==> config.mk <==
export PLATFORM = sky130hd
export DESIGN_NAME = cee_range_table
export DESIGN_NICKNAME = d
export VERILOG_FILES = /design/src/rtl/core/cee_pkg.sv /design/src/rtl/core/cee_ram.sv /design/src/rtl/core/cee_range_table.sv
export SDC_FILE = /design/constraint.sdc
export NUM_CORES = 2
export LEC_CHECK = 0
export BUFFER_PORTS_ARGS = -buffer_cell sky130_fd_sc_hd__buf_2
export CELL_PAD_IN_SITES_DETAIL_PLACEMENT = 0
export CELL_PAD_IN_SITES_GLOBAL_PLACEMENT = 2
export CORE_ASPECT_RATIO = 1.1
export CORE_MARGIN = 2
export CORE_UTILIZATION = 47
export DETAILED_ROUTE_END_ITERATION = 8
export PLACE_DENSITY_LB_ADDON = 0.08
export SETUP_SLACK_MARGIN = 0.2
export SLEW_MARGIN = 20
export SYNTH_ARGS = -nofsm -noshare
export SYNTH_HDL_FRONTEND = slang
export SYNTH_HIERARCHICAL = 1
export SYNTH_SLANG_ARGS = --single-unit
export TNS_END_PERCENT = 50
==> constraint.sdc <==
create_clock -name clk -period 4.4 [get_ports clk]
set_input_delay 0.44 -clock clk [delete_from_list [all_inputs] [get_ports clk]]
set_output_delay 0.44 -clock clk [all_outputs]
set_load 0.01 [all_outputs]
==> src/rtl/core/cee_pkg.sv <==
package cee_pkg;

  localparam int TLB_ENTRIES = 32;
  localparam int TLB_AW = (TLB_ENTRIES > 1) ? $clog2(TLB_ENTRIES) : 1;
  localparam int RANGE_W = 64;

  // opcodes
  localparam logic [1:0] OP_REFILL  = 2'd0;
  localparam logic [1:0] OP_GENERAL = 2'd1;
  localparam logic [1:0] OP_WR_EVEN = 2'd2;
  localparam logic [1:0] OP_WR_ODD  = 2'd3;

  // access kinds
  localparam logic [1:0] ACC_STORE = 2'd1;
  localparam logic [1:0] ACC_FETCH = 2'd2;

  localparam logic [31:0] VEC_GENERAL = 32'h8000_0180;
  localparam logic [31:0] VEC_REFILL  = 32'h8000_0000;
  localparam logic [31:0] CTX_KEEP    = 32'hFF80_000F;
  localparam logic [31:0] CTX_BADVPN  = 32'h007F_FFF0;
  localparam logic [31:0] VPN_MASK    = 32'hFFFF_E000;
  localparam logic [31:0] CAUSE_TLBL  = 32'h0000_0008;
  localparam logic [31:0] CAUSE_TLBS  = 32'h0000_000C;
  localparam logic [31:0] BD_BIT      = 32'h8000_0000;

  typedef struct packed {
    logic              en;
    logic              odd;
    logic [TLB_AW-1:0] idx;
    logic [31:0]       lo;
    logic [31:0]       hi;
  } tbl_wr_t;

  typedef struct packed {
    logic              en;
    logic [TLB_AW-1:0] idx;
  } tbl_rd_t;

endpackage

==> src/rtl/core/cee_ram.sv <==
module cee_ram #(
  parameter int WIDTH = 64,
  parameter int DEPTH = 32
) (
  input  logic                                       clk,
  input  logic                                       we,
  input  logic [((DEPTH > 1) ? $clog2(DEPTH) : 1)-1:0] waddr,
  input  logic [WIDTH-1:0]                           wdata,
  input  logic                                       re,
  input  logic [((DEPTH > 1) ? $clog2(DEPTH) : 1)-1:0] raddr,
  output logic [WIDTH-1:0]                           rdata
);

  logic [WIDTH-1:0] mem [DEPTH];

  always_ff @(posedge clk) begin
    if (we) begin
      mem[waddr] <= wdata;
    end
    if (re) begin
      rdata <= mem[raddr];
    end
  end

endmodule

==> src/rtl/core/cee_range_table.sv <==
module cee_range_table (
  input  logic            clk,
  input  logic            rst,
  input  cee_pkg::tbl_wr_t wr,
  input  cee_pkg::tbl_rd_t rd,
  input  logic [31:0]     cmp_addr,
  output logic            hit
);
  import cee_pkg::*;

  logic [TLB_ENTRIES-1:0] vld_even;
  logic [TLB_ENTRIES-1:0] vld_odd;
  logic                   rd_q;
  logic                   vq_even;
  logic                   vq_odd;
  logic [RANGE_W-1:0]     rdata_even;
  logic [RANGE_W-1:0]     rdata_odd;
  logic                   hit_even;
  logic                   hit_odd;

  cee_ram #(.WIDTH(RANGE_W), .DEPTH(TLB_ENTRIES)) u_even (
    .clk   (clk),
    .we    (wr.en && !wr.odd),
    .waddr (wr.idx),
    .wdata ({wr.lo, wr.hi}),
    .re    (rd.en),
    .raddr (rd.idx),
    .rdata (rdata_even)
  );

  cee_ram #(.WIDTH(RANGE_W), .DEPTH(TLB_ENTRIES)) u_odd (
    .clk   (clk),
    .we    (wr.en && wr.odd),
    .waddr (wr.idx),
    .wdata ({wr.lo, wr.hi}),
    .re    (rd.en),
    .raddr (rd.idx),
    .rdata (rdata_odd)
  );

  // an entry never written reads as an empty range
  always_ff @(posedge clk) begin
    if (rst) begin
      vld_even <= '0;
      vld_odd  <= '0;
      rd_q     <= 1'b0;
    end else begin
      if (wr.en && !wr.odd) begin
        vld_even[wr.idx] <= 1'b1;
      end
      if (wr.en && wr.odd) begin
        vld_odd[wr.idx] <= 1'b1;
      end
      rd_q <= rd.en;
    end
  end

  always_ff @(posedge clk) begin
    if (rd.en) begin
      vq_even <= vld_even[rd.idx];
      vq_odd  <= vld_odd[rd.idx];
    end
  end

  assign hit_even = vq_even && (cmp_addr >= rdata_even[63:32]) &&
                    (cmp_addr <= rdata_even[31:0]);
  assign hit_odd  = vq_odd && (cmp_addr >= rdata_odd[63:32]) &&
                    (cmp_addr <= rdata_odd[31:0]);
  assign hit      = rd_q && (hit_even || hit_odd);

endmodule

### Word-level counts from Yosys, hierarchy flattened

Memories as Yosys holds them, arrays and structs flattened. A register that Yosys moved wholly into a read port is not among the register bits.
Index checks and enable logic that the tools add are counted.

* flip-flop bits (word level): 67
* bits in latches: 0
* RAM bits: 4096
* memory bits (read-only): 0
* bits of input ports: 111
* output and inout port bits: 1
* word-level logic and storage cells: 36
* memories: 2

Memories
* u_even.mem: depth 32, width 64, read ports 1, clocked after memory_dff 1, write ports 1, line cee_ram.sv:14 `logic [WIDTH-1:0] mem [DEPTH];`
* u_odd.mem: depth 32, width 64, read ports 1, clocked after memory_dff 1, write ports 1, line cee_ram.sv:14

* add/sub/neg operators: 0
* multiply operators: 0
* divide/modulo/power cells: 0
* $lt $le $gt $ge: 7
* equality and inequality tests: 0
* shifts and indexed selects: 0
* mux-type cells: 10
* bitwise gates (word level): 2
* reductions and logical operators: 10

Operators by type and width (number)
* $ge A32 B32 Y1: 2
* $le A32 B32 Y1: 2
* $or A32 B32 Y32: 2
* $lt A5 B6 Y1 const B: 2
* $bmux W1 S5: 2
* $logic_and A1 B1 Y1: 8
* $mux W1: 7
* $demux W1 S5: 1
* $ge A5 B1 Y1 const B: 1
* $logic_not A1 Y1: 1
* $logic_or A1 B1 Y1: 1

### Logic depth before layout (Yosys ltp)

* depth in word-level cells: 5
* mapped depth: 9
* depth with buffers taken out: 9

### Cells and area by module

The synthesis kept the hierarchy.

Modules (own cells, without submodules)
* cee_ram: times used 2, cells an instance 3097, area each 79605.1 um^2, sequential area each 63420.8 um^2
* cee_range_table: times used 1, cells an instance 704, area each 5800.6 um^2, sequential area each 1361.3 um^2

### Worst setup path before layout

No wires, ideal clock.

* kind: input port to flip-flop
* start: in wr[69] in the netlist's numbering
* end: mem u_even.mem[12][0], enable pin
* setup time: 486 ps
* arrival time: 4045 ps
* required time: 3914 ps
* path slack: -132 ps
* stages on the path: 5
* path through: nand2b_1 inv_1 or3b_2 clkbuf_1 nor2_1

* word-level cells in the longest chain between the ends: 4

Ends and longest elaborated chain
* start, declared: line cee_range_table.sv:4 `input cee_pkg::tbl_wr_t wr,`
* $logic_not A1 Y1: line cee_range_table.sv:23 `.we (wr.en && !wr.odd),`
* $logic_and A1 B1 Y1: line cee_range_table.sv:23
* $mux W1: line cee_ram.sv:17 `if (we) begin`
* $mux W1 (not written as such): line cee_ram.sv:18 `mem[waddr] <= wdata;`
* end, declared: line cee_ram.sv:14

Every way passes these cells.

### Worst setup path in the final report

* start: reg u_even.rdata[10] (read register of u_even.mem)
* end: out hit

* word-level cells in the longest chain between the ends: 4

Ends and longest elaborated chain
* start, declared: line cee_ram.sv:11 `output logic [WIDTH-1:0] rdata`
* $le A32 B32 Y1: line cee_range_table.sv:66 `(cmp_addr <= rdata_even[31:0]);`
* $logic_and A1 B1 Y1: line cee_range_table.sv:65 `assign hit_even = vq_even && (cmp_addr >= rdata_even[63:32]) &&`
* $logic_or A1 B1 Y1: line cee_range_table.sv:69 `assign hit = rd_q && (hit_even || hit_odd);`
* $logic_and A1 B1 Y1: line cee_range_table.sv:69
* end, declared: line cee_range_table.sv:7 `output logic hit`

Every way passes these cells.

==> summary.md <==
| Metric | Value |
|---|---|
| Start of the worst register-to-register path | u_odd/mem[11][25] |
| Final setup viols | 0 |
| YS warnings | 6 |
| Worst-path clk slew | 60 ps |
| Slew @ Worst Pin | 1112 ps |
| HPWL after DPL | 262300 microns |
| Reg2Reg Depth | 4 |
| Final Core Density | 53.87% |
| Routability cong. | 0.7933 |
| Slew Viols, Final | 0 |
| Count leader, synth | edfxtp_1 |
| Fin. Hold Viols | 0 |
| Die area | 0.3558 sq mm |
| Ys flop type | edfxtp_1 |
| DIE WIDTH | 569.0 microns |
| Drt via density | 6.409 |
| Total grt overflow | 0 |
| Cell type with the largest total area after synthesis | edfxtp_1 |
| Clk_lat worst skew | 970 ps |
| GR Util All Layers | 28.06% |
| Max VDD drop | 0.3673 mV |
| Static Leak | 59.53 nW |
| Fin area | 0.1886 sq mm |
| Largest net degree at the start of global routing | 94 |
| Io pins | 112 |
| Vias | 79.63k |
| Sequential share of the synthesized area | 77.69% |
| Initial DRC count | 10.12k |
| Num CTS Buffers | 435 |
| Unrepaired setup endpoints after global routing | yes |
| Minimum clock period after layout | 4253 ps |
| Crit path DAT | 3810 ps |
| Share of layout cells above drive strength 1 | 31.68% |
| Deepest clock path buffer count | 4 |
| Detailed Route WL | 497300 microns |
| Area Overhead vs Synth | 14.27% |
| Fmax | 0.2351 GHz |
| Synth Area per Inst | 23.92 sq um |
| Root Buffer Master | clkbuf_16 |
| Routed Antenna Nets | 0 |
| Synthesized instance count | 6898 |
| Setup crit end kind | primary output |
| CTS tree | built |
| Met1 WL | 201700 microns |
| Power per cell area | 457.5 mW/mm^2 |
| Worst Setup SP | u_even/rdata[10] |
| DR WL met2 | 246200 microns |
| Critical Path Sink | hit |
| # Max-Cap Violations | 0 |
| Final nets | 7676 |
| Yosys top cell area share | 76.91% |
| Met3 WL post-DR | 38220 microns |
| Sink Count | 4291 |
| Synth Cell Area | 0.1650 sq mm |
| Initial antenna violation count | 67 |
| Top sig layer | met5 |
| Wire per inst | 40.02 microns |
| Startpoint Class | flop |
| Placed cell areas | 0.1745 sq mm |
| Worst reg2reg path endpoint | u_odd/rdata[25] |
| Hold Crit Class | in -> reg |
| Die Height | 625.4 microns |
| Post-synth EDFFs | 4226 |
| CP Data Required Time | 3960 ps |
| Mapped Nets | 7137 |
| Top cells by area, synth | edfxtp_1, mux4_2, mux2_2, ha_1, dfxtp_1 |
| Yosys cell types | 51 |
| Core region area | 0.3500 sq mm |
| Period Utilization, post-route | 96.67% |
| Initial Util | 47.14% |
| # H-tree levels | 5 |
| Crit path kind | reg -> out |
| Drt first pass iters | 6 |
| Yosys reg bits | 4291 |
| Global-route wire length before repair | 678000 microns |
| Critical path peak fanout | 2 |
| Synth cell count leaders | edfxtp_1, mux4_2, nor2_1, mux2_2, buf_2 |
| Clk_skew | 43.88 ps |
| IO Port Bufs | 111 |
| Number of remaining DRC errors | 0 |
| Status | complete, no violations |
| Rel. slew slack | 25.84% |
| Ys async rst share | 0% |
| Row cnt | 228 |
| WHS Path Cells | 1 |
| Setup slack, reg-to-reg | 2200 ps |
| Vias in the first global route | 80.67k |
## cells in the final DEF (no fill, tap or decap), types with 34 or more instances in the layout
cell type  count
ha_1         128
a21oi_1      105
nor2_1       101
clkinv_1     104
edfxtp_1    4226
clkinv_2      76
mux2i_1       76
clkbuf_16    441
dfxtp_1       65
nor2_4        64
bufinv_16     41
mux2_2       150
clkbuf_1      92
mux4_2      1218
buf_12       145
buf_2         85
inv_1        129
buf_4        189
o21ai_0       34
## final cells by class
class | instances | area (sq um)
well taps | 4600 | 5756
inverters | 131 | 491.7
clock inverters | 260 | 2484
repair buffers | 430 | 4881
multi-input cells | 2148 | 35280
clock buffers | 533 | 11380
diodes | 32 | 80.08
fillers | 26400 | 161500
flip-flops and latches | 4291 | 128200
## what timing repair did
action | CTS | global route
buffers inserted | 0 | 0
setup endpoints to repair | 1 | 1
hold buffers | 2 | 2
pin swaps | 9 | 5
hold endpoints to repair | 38 | 18
resized for setup | 8 | 3
## worst max-delay path: stages (launching register included)
cell,delay (ps)
edfxtp_1,670
inv_1,100
ha_1,310
nand4_1,160
nor4_2,380
a221oi_1,160
a21boi_2,490
o21ai_2,130
a22o_4,320
buf_6,140
## where the power goes
part           leakage [nW]  internal (mW)  switching (mW)  total (mW)
clock network          6.76           20.7            15.6        36.3
logic                  14.1           1.78            2.69        4.46
registers              38.6           45.3           0.132        45.5
total                  59.5           67.9            18.4        86.3
## routing by layer
metal	global-route usage [%]	up-vias
li1	-	30770
met1	39.66	44910
met2	46.16	3303
met3	4.650	633
met4	6.325	16
met5	0	-
## per-stage QoR
step	power (mW)	TNS (ps)	instances	hold WS [ps]	setup WS [ps]
global placement	50.76	0	11590	439.7	187.7
finish	86.27	0	12430	10.25	146.6
detailed placement	50.84	0	11590	451.2	220.8
CTS	86.96	0	12390	3.508	28.23
floorplan	48.70	-83120	6898	428.4	-131.9
global route	88.73	0	12400	18.62	33.68
## worst min-delay path by stage
stage / slack [ps] / to / startpoint
6_report: 10 / u_even/mem[30][54] / wr[54]
3_3_place_gp: 440 / vld_odd[28] / vld_odd[28]
5_1_grt: 20 / u_odd/mem[17][51] / wr[51]
2_1_floorplan: 430 / vld_even[25] / vld_even[25]
3_5_place_dp: 450 / vld_even[28] / vld_even[28]
4_1_cts: 4 / vld_odd[16] / wr[65]
## logic make-up after synthesis
group	Yosys count	synth area share [%]
adder cells (fa/ha/maj)	128	0.9706
flip-flops	4291	77.69
buffers and inverters	459	1.245
multiplexers	1450	18.20
AND/OR/NAND/NOR	303	0.8576
AO/OA/AOI/OAI	267	1.029
## sequential cells by signal, indices dropped and copies added (netlist names)
register      flops
u_even/mem     2048
u_odd/mem      2048
u_even/rdata     64
u_odd/rdata      64
vld_even         32
vld_odd          32
rd_q              1
vq_even           1
vq_odd            1
Note: power is estimated with default switching activity, not from simulation.
